--- src/rtl/x86_16bit_instruction_decoder_macros.svh ---
// Assertion macros used by the decoder back module.
`ifndef X86_16BIT_INSTRUCTION_DECODER_MACROS_SVH
`define X86_16BIT_INSTRUCTION_DECODER_MACROS_SVH
`ifndef SYNTHESIS
`define ASSERT_IMPL(label, clk, rst_n, a, c) \
	label: assert property (@(posedge clk) disable iff (!rst_n) (a) |-> (c)) \
		else $error("assertion failed");
`define ASSERT_NEXT(label, clk, rst_n, a, c) \
	label: assert property (@(posedge clk) disable iff (!rst_n) (a) |=> (c)) \
		else $error("assertion failed");
`else
`define ASSERT_IMPL(label, clk, rst_n, a, c)
`define ASSERT_NEXT(label, clk, rst_n, a, c)
`endif
`endif

--- src/rtl/x86dec_pkg.sv ---
package x86dec_pkg;

	localparam logic [2:0] FORM_RR  = 3'd0;
	localparam logic [2:0] FORM_RM  = 3'd1;
	localparam logic [2:0] FORM_IRM = 3'd2;
	localparam logic [2:0] FORM_IR  = 3'd3;
	localparam logic [2:0] FORM_IA  = 3'd4;
	localparam logic [2:0] FORM_JMP = 3'd5;

	localparam logic [4:0] MN_MOV = 5'd0;
	localparam logic [4:0] MN_ADD = 5'd1;
	localparam logic [4:0] MN_SUB = 5'd2;
	localparam logic [4:0] MN_CMP = 5'd3;
	localparam logic [4:0] MN_JMP0 = 5'd4;

	// Decoded word handed from the front to the back.
	typedef struct packed {
		logic        rd;
		logic [2:0]  rd_idx;
		logic        status;
		logic [2:0]  length;
		logic [4:0]  mnemonic;
		logic [2:0]  form;
		logic        to_reg;
		logic        wide;
		logic [1:0]  mod_f;
		logic [2:0]  reg_f;
		logic [2:0]  rm_f;
		logic [15:0] disp;
		logic [15:0] imm;
		logic        wr_en;
		logic        wr_copy;
		logic [2:0]  wr_dst;
		logic [2:0]  wr_src;
	} dec_t;

	// Jump opcode to mnemonic offset; 5'd31 means not a jump.
	function automatic logic [4:0] jump_index(input logic [7:0] op);
		logic [4:0] r;
		begin
			unique case (op)
				8'h74: r = 5'd0;  8'h7C: r = 5'd1;  8'h7E: r = 5'd2;  8'h72: r = 5'd3;
				8'h76: r = 5'd4;  8'h7A: r = 5'd5;  8'h70: r = 5'd6;  8'h78: r = 5'd7;
				8'h75: r = 5'd8;  8'h7D: r = 5'd9;  8'h7F: r = 5'd10; 8'h73: r = 5'd11;
				8'h77: r = 5'd12; 8'h7B: r = 5'd13; 8'h71: r = 5'd14; 8'h79: r = 5'd15;
				8'hE2: r = 5'd16; 8'hE1: r = 5'd17; 8'hE0: r = 5'd18; 8'hE3: r = 5'd19;
				default: r = 5'd31;
			endcase
			return r;
		end
	endfunction

endpackage

--- src/rtl/x86_16bit_instruction_decoder.sv ---
// Channel | direction | handshake        | payload
// in      | input     | in_valid/stall   | op, byte0..byte5, read_index
// out     | output    | out_valid/stall  | status .. read_value
// cfg     | input     | cfg_we           | cfg_wdata (exec_enable)
// One word per cycle sustained while out_stall is low; each word passes the front register, then the back register.
// The front's skid slot lets a new word be accepted while the back is stalled.
// Register writes and reads happen in the back, one word at a time, in order.
// Reset clears control state, the register file and exec_enable.
module x86_16bit_instruction_decoder (
	input  logic        clk,
	input  logic        arst_n,
	input  logic        in_valid,
	output logic        in_stall,
	input  logic        op,
	input  logic [7:0]  byte0,
	input  logic [7:0]  byte1,
	input  logic [7:0]  byte2,
	input  logic [7:0]  byte3,
	input  logic [7:0]  byte4,
	input  logic [7:0]  byte5,
	input  logic [2:0]  read_index,
	input  logic        cfg_we,
	input  logic        cfg_wdata,
	output logic        out_valid,
	input  logic        out_stall,
	output logic        status,
	output logic [2:0]  length,
	output logic [4:0]  mnemonic,
	output logic [2:0]  form,
	output logic        to_reg,
	output logic        wide,
	output logic [1:0]  mod_field,
	output logic [2:0]  reg_field,
	output logic [2:0]  rm_field,
	output logic [15:0] displacement,
	output logic [15:0] immediate,
	output logic [15:0] read_value
);
	logic exec_q;
	logic dec_valid, dec_stall;
	x86dec_pkg::dec_t dec_word;

	// Configuration register.
	always_ff @(posedge clk or negedge arst_n) begin
		if (!arst_n) exec_q <= 1'b0;
		else if (cfg_we) exec_q <= cfg_wdata;
	end

	x86dec_front u_front (
		.clk, .arst_n, .in_valid, .in_stall, .op, .byte0, .byte1, .byte2, .byte3,
		.byte4, .byte5, .read_index, .exec_enable(exec_q), .dec_valid, .dec_stall,
		.dec_word
	);

	x86dec_back u_back (
		.clk, .arst_n, .dec_valid, .dec_stall, .dec_word, .out_valid, .out_stall,
		.status, .length, .mnemonic, .form, .to_reg, .wide, .mod_field, .reg_field,
		.rm_field, .displacement, .immediate, .read_value
	);
endmodule

--- src/rtl/x86dec_front.sv ---
// Front: accepts a window, classifies it and pushes a decoded word.
module x86dec_front (
	input  logic                clk,
	input  logic                arst_n,
	input  logic                in_valid,
	output logic                in_stall,
	input  logic                op,
	input  logic [7:0]          byte0,
	input  logic [7:0]          byte1,
	input  logic [7:0]          byte2,
	input  logic [7:0]          byte3,
	input  logic [7:0]          byte4,
	input  logic [7:0]          byte5,
	input  logic [2:0]          read_index,
	input  logic                exec_enable,
	output logic                dec_valid,
	input  logic                dec_stall,
	output x86dec_pkg::dec_t    dec_word
);
	x86dec_pkg::dec_t d;
	logic [7:0] b [0:5];
	logic [5:0] hi6;
	logic [1:0] md;
	logic [2:0] rmv;
	logic [2:0] sel;
	logic [2:0] mlen;
	logic [15:0] mdisp;
	logic big;
	logic [4:0] ji;
	logic [7:0] im_lo, im_hi;

	assign b[0] = byte0;
	assign b[1] = byte1;
	assign b[2] = byte2;
	assign b[3] = byte3;
	assign b[4] = byte4;
	assign b[5] = byte5;
	assign hi6 = byte0[7:2];
	assign md = byte1[7:6];
	assign rmv = byte1[2:0];
	assign sel = byte1[5:3];
	assign ji = x86dec_pkg::jump_index(byte0);

	// Operand length and displacement of the mod/reg/rm forms.
	always_comb begin
		mlen = 3'd2;
		mdisp = 16'd0;
		if (md == 2'd1) begin
			mlen = 3'd3;
			mdisp = {8'd0, byte2};
		end else if (md == 2'd2 || (md == 2'd0 && rmv == 3'd6)) begin
			mlen = 3'd4;
			mdisp = {byte3, byte2};
		end
	end

	// Immediate bytes sit right after the operand bytes.
	always_comb begin
		im_lo = b[mlen];
		im_hi = (mlen == 3'd4) ? byte5 : b[mlen + 3'd1];
	end

	// Classification.
	always_comb begin
		d = '0;
		big = 1'b0;
		if (op) begin
			d.rd = 1'b1;
			d.rd_idx = read_index;
		end else if (hi6 == 6'h22 || hi6 == 6'h00 || hi6 == 6'h0A || hi6 == 6'h0E) begin
			d.mnemonic = (hi6 == 6'h22) ? x86dec_pkg::MN_MOV : (hi6 == 6'h00) ?
				x86dec_pkg::MN_ADD : (hi6 == 6'h0A) ? x86dec_pkg::MN_SUB : x86dec_pkg::MN_CMP;
			d.to_reg = byte0[1];
			d.wide = byte0[0];
			d.mod_f = md;
			d.reg_f = sel;
			d.rm_f = rmv;
			d.disp = (md == 2'd3) ? 16'd0 : mdisp;
			d.length = mlen;
			d.form = (md == 2'd3) ? x86dec_pkg::FORM_RR : x86dec_pkg::FORM_RM;
			if (hi6 == 6'h22 && md == 2'd3 && byte0[0] && exec_enable) begin
				d.wr_en = 1'b1;
				d.wr_copy = 1'b1;
				d.wr_dst = byte0[1] ? sel : rmv;
				d.wr_src = byte0[1] ? rmv : sel;
			end
		end else if ((byte0 & 8'hC6) == 8'h04 &&
			(hi6 == 6'h01 || hi6 == 6'h0B || hi6 == 6'h0F)) begin
			d.mnemonic = (hi6 == 6'h01) ? x86dec_pkg::MN_ADD : (hi6 == 6'h0B) ?
				x86dec_pkg::MN_SUB : x86dec_pkg::MN_CMP;
			d.form = x86dec_pkg::FORM_IA;
			d.wide = byte0[0];
			d.imm = byte0[0] ? {byte2, byte1} : {8'd0, byte1};
			d.length = byte0[0] ? 3'd3 : 3'd2;
		end else if (hi6 == 6'h20 || byte0[7:1] == 7'h63) begin
			if (hi6 == 6'h20) begin
				big = byte0[0] && !byte0[1];
				if (sel == 3'd0) d.mnemonic = x86dec_pkg::MN_ADD;
				else if (sel == 3'd5) d.mnemonic = x86dec_pkg::MN_SUB;
				else if (sel == 3'd7) d.mnemonic = x86dec_pkg::MN_CMP;
				else d.status = 1'b1;
			end else begin
				big = byte0[0];
				d.mnemonic = x86dec_pkg::MN_MOV;
			end
			d.form = x86dec_pkg::FORM_IRM;
			d.wide = byte0[0];
			d.mod_f = md;
			d.reg_f = sel;
			d.rm_f = rmv;
			d.disp = (md == 2'd3) ? 16'd0 : mdisp;
			d.imm = big ? {im_hi, im_lo} : {8'd0, im_lo};
			d.length = mlen + (big ? 3'd2 : 3'd1);
		end else if (byte0[7:4] == 4'hB) begin
			d.mnemonic = x86dec_pkg::MN_MOV;
			d.form = x86dec_pkg::FORM_IR;
			d.wide = byte0[3];
			d.reg_f = byte0[2:0];
			d.imm = byte0[3] ? {byte2, byte1} : {8'd0, byte1};
			d.length = byte0[3] ? 3'd3 : 3'd2;
			d.wr_en = byte0[3] && exec_enable;
			d.wr_dst = byte0[2:0];
		end else if (ji != 5'd31) begin
			d.mnemonic = x86dec_pkg::MN_JMP0 + ji;
			d.form = x86dec_pkg::FORM_JMP;
			d.imm = {8'd0, byte1};
			d.length = 3'd2;
		end else begin
			d.status = 1'b1;
		end
		if (d.status) begin
			d = '0;
			d.status = 1'b1;
		end
	end

	// Output register with a skid slot so acceptance does not wait on stall.
	x86dec_pkg::dec_t main_q, skid_q;
	logic main_v_q, skid_v_q;

	assign in_stall = skid_v_q;
	assign dec_valid = main_v_q;
	assign dec_word = main_q;

	always_ff @(posedge clk or negedge arst_n) begin
		if (!arst_n) begin
			main_v_q <= 1'b0;
			skid_v_q <= 1'b0;
		end else begin
			if (!main_v_q || !dec_stall) begin
				if (skid_v_q) begin
					main_q <= skid_q;
					skid_v_q <= 1'b0;
					main_v_q <= 1'b1;
				end else begin
					main_q <= d;
					main_v_q <= in_valid;
				end
			end else if (in_valid && !skid_v_q) begin
				skid_q <= d;
				skid_v_q <= 1'b1;
			end
		end
	end
endmodule

--- src/rtl/x86dec_back.sv ---
// Back: owns the register file, carries out writes and reads.
`include "x86_16bit_instruction_decoder_macros.svh"
module x86dec_back (
	input  logic               clk,
	input  logic               arst_n,
	input  logic               dec_valid,
	output logic               dec_stall,
	input  x86dec_pkg::dec_t   dec_word,
	output logic               out_valid,
	input  logic               out_stall,
	output logic               status,
	output logic [2:0]         length,
	output logic [4:0]         mnemonic,
	output logic [2:0]         form,
	output logic               to_reg,
	output logic               wide,
	output logic [1:0]         mod_field,
	output logic [2:0]         reg_field,
	output logic [2:0]         rm_field,
	output logic [15:0]        displacement,
	output logic [15:0]        immediate,
	output logic [15:0]        read_value
);
	logic [15:0] gpr_q [0:7];
	logic take;
	logic out_v_q;

	assign dec_stall = out_v_q && out_stall;
	assign take = dec_valid && !dec_stall;
	assign out_valid = out_v_q;

	// Register file update, applied in order as words are taken.
	always_ff @(posedge clk or negedge arst_n) begin
		if (!arst_n) begin
			for (int i = 0; i < 8; i++) gpr_q[i] <= 16'd0;
		end else if (take && dec_word.wr_en) begin
			gpr_q[dec_word.wr_dst] <= dec_word.wr_copy ? gpr_q[dec_word.wr_src] :
				dec_word.imm;
		end
	end

	// Result register.
	always_ff @(posedge clk or negedge arst_n) begin
		if (!arst_n) begin
			out_v_q <= 1'b0;
		end else if (!dec_stall) begin
			out_v_q <= dec_valid;
			if (dec_valid) begin
				status <= dec_word.status;
				length <= dec_word.length;
				mnemonic <= dec_word.mnemonic;
				form <= dec_word.form;
				to_reg <= dec_word.to_reg;
				wide <= dec_word.wide;
				mod_field <= dec_word.mod_f;
				reg_field <= dec_word.reg_f;
				rm_field <= dec_word.rm_f;
				displacement <= dec_word.disp;
				immediate <= dec_word.imm;
				read_value <= dec_word.rd ? gpr_q[dec_word.rd_idx] : 16'd0;
			end
		end
	end

	`ASSERT_NEXT(a_hold, clk, arst_n, out_v_q && out_stall, out_v_q)
	`ASSERT_IMPL(a_unk_len, clk, arst_n, out_v_q && status, length == 3'd0)
	`ASSERT_IMPL(a_wr_dec, clk, arst_n, take && dec_word.wr_en,
		!dec_word.rd && !dec_word.status && dec_word.wide)
endmodule
--- config.mk ---
export PLATFORM = sky130hd
export DESIGN_NAME = x86_16bit_instruction_decoder
export DESIGN_NICKNAME = d
export VERILOG_FILES = /design/src/rtl/x86dec_pkg.sv /design/src/rtl/x86_16bit_instruction_decoder.sv /design/src/rtl/x86dec_front.sv /design/src/rtl/x86dec_back.sv
export VERILOG_INCLUDE_DIRS = /design/src /design/src/rtl
export SDC_FILE = /design/constraint.sdc
export NUM_CORES = 1
export LEC_CHECK = 0
export BUFFER_PORTS_ARGS = -buffer_cell sky130_fd_sc_hd__buf_2
export CAP_MARGIN = 5
export CORE_MARGIN = 2
export CORE_UTILIZATION = 54
export DETAILED_ROUTE_END_ITERATION = 6
export PLACE_DENSITY = 0.84
export REMOVE_ABC_BUFFERS = 1
export SLEW_MARGIN = 15
export SYNTH_ARGS = -nofsm -noshare
export SYNTH_HDL_FRONTEND = slang
export SYNTH_SLANG_ARGS = --single-unit
--- constraint.sdc ---
create_clock -name clk -period 4.55 [get_ports clk]
set_clock_uncertainty 0.15 [all_clocks]
set_input_delay 0.455 -clock clk [delete_from_list [all_inputs] [get_ports clk]]
set_output_delay 0.455 -clock clk [all_outputs]
set_load 0.03 [all_outputs]
Word level (Yosys, flattened, before mapping)
Cells that the tools add are included.
- bits in read-only memories: 0
- register bits after elaboration: 334
- bits in writable memories: 0
- latch bits: 0
- memories: 0
- magnitude comparators: 6
- reduce and logical (&&, ||, !) cells: 31
- bitwise operators: 7
- divide/modulo/power cells: 0
- equal/unequal tests: 38
- shift operators: 0
- mux-type cells: 91
- multiply operators: 0
- add/subtract/negate cells: 3
- operators by type and width (kind ; count):
    $mux 16 ; 16
    $mux 66 ; 2
    $bwmux 128 ; 1
    $eq 8x7->1 const B ; 16
    $pmux 5 s20 ; 1
    $bmux 16 s3 ; 2
    $mux 62 ; 1
    $mux 8 ; 7
    $bmux 8 s3 ; 2
    $demux 16 s3 ; 1
    $mux 11 ; 3
    $eq 8x8->1 const B ; 4
    $mux 1 ; 30
    $mux 3 ; 10
    $mux 5 ; 6
    $mux 25 ; 1
    $eq 6x4->1 const B ; 4
    $mux 24 ; 1
    $ge 4x4->1 const B ; 5
    $not 3->4 ; 5
    $mux 19 ; 1
    $eq 3x3->1 const B ; 4
    $eq 6x6->1 const B ; 2
    $logic_and 1x1->1 ; 12
    other kinds (24) ; 39

Depth between registers and ports, before layout
- depth in word-level cells: 18
- mapped depth: 12
- mapped depth without buffers: 9

Cells and area by module
A second synthesis with hierarchy kept.
- cell total of the unflattened synthesis: 1202
- area, all modules: 15798.9 µm²
- modules (own cells, without submodules) (module ; instances ; sequential area each (µm²) ; cells each ; area an instance (µm²)):
    x86dec_back ; 1 ; 5330.1 ; 645 ; 9013.6
    x86dec_front ; 1 ; 4013.8 ; 555 ; 6745.2
    x86_16bit_instruction_decoder ; 1 ; 25.0 ; 2 ; 40.0

Least setup slack after synthesis
Ideal clock, no wire load.
- path type: register to register
- start point: register u_front.skid_v_q, in the netlist u_front.in_stall
- end point: register u_front.skid_q[0] in the netlist's numbering (enable)
- data arrival time: 3896 ps
- path slack: 14 ps
- cell stages (with the launch flop): 5
- library setup time: 491 ps
- cell sequence: dfrtp_1 > inv_2 > buf_1 > nand4_1 > nor2_1
- cells in the longest elaborated chain, start to end: 3
- ends and longest elaborated chain (item ; RTL line ; text):
    start: declaration ; x86dec_front.sv:139 ; logic main_v_q, skid_v_q;
    start signal: assignment ; x86dec_front.sv:148 ; skid_v_q <= 1'b0;
    start signal: assignment ; x86dec_front.sv:153 ; skid_v_q <= 1'b0;
    start signal: assignment ; x86dec_front.sv:161 ; skid_v_q <= 1'b1;
    $logic_not 1->1 ; x86dec_front.sv:159 ; end else if (in_valid && !skid_v_q) begin
    $logic_and 1x1->1 ; x86dec_front.sv:159 ;
    $reduce_and 3->1 (no line) ; - ;
    end signal: assignment ; x86dec_front.sv:160 ; skid_q <= d;
    end: declaration ; x86dec_front.sv:138 ; x86dec_pkg::dec_t main_q, skid_q;
No other way between the ends.
A chain may end at the register's enable or synchronous reset.

==> key figures <==
Hold path
  • Min-delay worst type: in2reg
  • Hold Path Cell Cnt: 3

Finish
  • Largest Register: u_back.gpr_q
  • Highest-count cells in the layout ignoring fill and taps: edfxtp_1, mux2_2, dfrtp_1
  • Fill cell count: approximately 2,100
  • Ant. Diodes: 0
  • Share of cells above drive strength 1: 0.355
  • Final instance area: 0.0177 mm²
  • Nets: ~1,200
  • Leading cell type in the layout, fill and taps excluded: edfxtp_1
  • Synth-to-layout area growth: 13.3%
  • Max FFs per register: approximately 130

GRT
  • GRT Util Overall: 0.246
  • First-pass GRT wire length: 56,900 µm
  • GRT Residual Overflow: 0
  • Largest net degree at the start of global routing: just under 80
  • Number of global-route vias before repair: 9,972
  • Antenna violations before repair: 0

Die
  • Rows: 62
  • Die Area: around 0.03 mm²
  • Die width: 174 µm
  • I/O pin cnt: 130
  • Initial Util: 0.547
  • Die height: roughly 170 µm
  • Core Region: 0.0286 mm²

Place
  • Post-Place Cell Area: between 0.015 and 0.02 mm²
  • IO buf count: between 100 and 150
  • Post-detail-place hpwl: between 20,000 and 25,000 µm
  • Pre-CTS WS: ~1.0 ns
  • Placer's final routability congestion estimate: between 0.9 and 1

CTS
  • Root Driver: clkbuf_16
  • Setup bufs post-CTS: 0
  • Clk sinks: ~330
  • Total CTS buffers: 35
  • Hold_buf cts: 1
  • H-tree depth: 2
  • CTS tree: yes
  • Clock buffer depth: 3
  • Worst-Skew Late Latency: between 0.5 and 0.6 ns
  • Post-CTS sizing: 0
  • Reg clk slew, reported paths: 0.07 ns

Logic synthesis
  • Top_reg_cell synth: edfxtp_1
  • Seq cells post-synth: 334
  • Synth unique cells: 63
  • Cells after Synth: 1,070
  • Mapped cell area: roughly 0.016 mm²
  • YS warnings: 0
  • Post-synth EDFFs: 202
  • Synthesized area per cell: 14.6 µm²
  • Async SR Flop Fraction: 0.395
  • Post-synthesis sequential area ratio: 0.599

Critical path
  • Critical Path Fanout Max: 18
  • Worst-case reg-to-reg path depth: 5
  • Critical path's slowest cell: o21ai_2
  • Setup Crit Path Kind: in2reg
  • Worst EP required: ~4.6 ns
  • Crit-path cells: buf_2 -> and4b_1 -> nand2_1 -> a21boi_0 -> ha_1 -> inv_1 -> a221oi_2 -> a31oi_4 -> o21ai_2 -> nor2_1
  • CP max stage delay: between 0.6 and 0.7 ns
  • Worst Path Buf+Inv: 2
  • Crit. End Element: register
  • CP startpoint kind: input pin
  • Internal reg-to-reg setup slack: about 1.9 ns
  • Critical path depth: 10
  • CP arrival: just over 3 ns
  • Crit-path leading delay family: compound AO/OA/AOI/OAI gates

Outcome
  • Run status: finished, final reports clean

Routing
  • Drt pass-1 iters: 5
  • Routed len/inst: 23.3 µm
  • Residual DRC: 0
  • Detailed Route Iter0 Violations: roughly 1,000
  • Final wirelength: ~37,000 µm
  • Via Count: around 9,900
  • DRT antenna net count: 0
  • Via density: between 6 and 7

Timing
  • Final min period: between 3 and 4 ns
  • Pins Over Slew Limit: 0
  • Final hold slack: ~0.031 ns
  • Final hold vios: 0
  • Final Cycle Share: 0.664
  • Normalized max-slew margin: 0.208
  • Max frequency: ~330 MHz
  • Final Setup Violations: 0
  • Final setup margin: approximately 1.5 ns
  • Unrepaired setup endpoints after global routing: false
  • Slew @ Worst Pin: about 1.2 ns

Power and ir drop
  • Pleak: ~7.0 nW
  • Max rail drop VDD: 0.000272 V
  • Pwr Density: around 460 mW/mm²

Flow run
  • Max cap viols: 0
==> layer usage <==
metal / wire, µm / track usage / up-vias
li1: - / - / 4331
met1: 14800 / 0.328 / 4966
met3: 3300 / 0.0610 / 100
met2: 17700 / 0.390 / 484
met4: 1390 / 0.0949 / 0
met5: 0 / 0.00641 / -
==> stage by stage <==
step,instances,power (mW),util,TNS [ns]
4_1_cts,1595,8.25,0.619,0
6_report,1595,8.22,0.619,0
3_5_place_dp,1534,5.51,0.581,0
2_1_floorplan,1006,5.07,-,-34.97
3_3_place_gp,1534,5.42,0.581,0
5_1_grt,1595,8.53,0.619,0
==> where the power goes <==
group / total [mW] / switching (mW) / internal (mW)
clock: 2.74 / 1.14 / 1.60
sequential: 4.05 / 0.320 / 3.73
combinational: 1.43 / 0.664 / 0.770
==> path summary, 6_finish.rpt <==
kind                                      start                     end
setup / recovery                       byte0[4]      u_front.skid_q[20]
hold / removal                         in_valid       u_front.dec_valid
setup reg to reg               u_back.out_valid        u_back.gpr_q[58]
hold reg to reg            u_front.dec_word[26]  u_back.displacement[2]
max in group asynchronous                arst_n        u_back.gpr_q[43]
min in group asynchronous                arst_n        u_front.in_stall
==> tightest hold or removal path, stage by stage <==
cell and delay, ns:
buf_2 0.10, nor2_1 0.05, nand2_1 0.05
==> layout make-up <==
type / instances / area (µm²) / area share
Timing Repair Buffer: 145 / 771 / 0.0435
Clock buffer: 45 / 913 / 0.0515
Inverter: 14 / 52.6 / 0.00296
Clock inverter: 15 / 165 / 0.00932
Multi-Input combinational cell: 658 / 5970 / 0.337
Sequential cell: 334 / 9370 / 0.529
Tap cell: 384 / 480 / 0.0271
==> cells in the mapped netlist, types with 3 or more instances <==
| cell type | n | share of area |
|---|---|---|
| nor4_1 | 3 | 0.0012 |
| xor2_1 | 3 | 0.0017 |
| mux2_2 | 163 | 0.12 |
| nand3_1 | 22 | 0.0070 |
| nand4b_1 | 3 | 0.0017 |
| nor2b_1 | 18 | 0.0072 |
| a21oi_1 | 23 | 0.0074 |
| inv_1 | 13 | 0.0031 |
| o211ai_1 | 7 | 0.0034 |
| nand2b_1 | 21 | 0.0084 |
| nor2_1 | 60 | 0.014 |
| a32oi_1 | 16 | 0.0090 |
| o21ai_1 | 8 | 0.0026 |
| mux4_2 | 64 | 0.092 |
| a22oi_1 | 3 | 0.0014 |
| and2_1 | 20 | 0.0080 |
| a311oi_1 | 3 | 0.0017 |
| o21ai_0 | 21 | 0.0067 |
| nand2_1 | 71 | 0.017 |
| and4b_1 | 4 | 0.0026 |
| a31oi_1 | 3 | 0.0012 |
| and3_1 | 13 | 0.0052 |
| buf_1 | 8 | 0.0019 |
| buf_2 | 14 | 0.0045 |
| nand3b_1 | 5 | 0.0024 |
| o31ai_1 | 15 | 0.0072 |
| mux2i_1 | 36 | 0.023 |
| edfxtp_1 | 202 | 0.39 |
| nor3_1 | 11 | 0.0035 |
| dfrtp_1 | 132 | 0.21 |
| clkbuf_1 | 40 | 0.0096 |
| xnor2_1 | 5 | 0.0028 |
==> cell families after synthesis <==
kind of cell | count (synthesis) | synth area share
and+or+nand+nor | 264 | 0.0866
buffers and inverters | 78 | 0.0203
xor gates and xnor gates | 8 | 0.00448
DFF | 334 | 0.599
AOI/OAI and AO/OA | 120 | 0.0545
muxes | 263 | 0.232
adders and majority gates | 3 | 0.00288
Note: power is estimated with default switching activity, not from simulation.
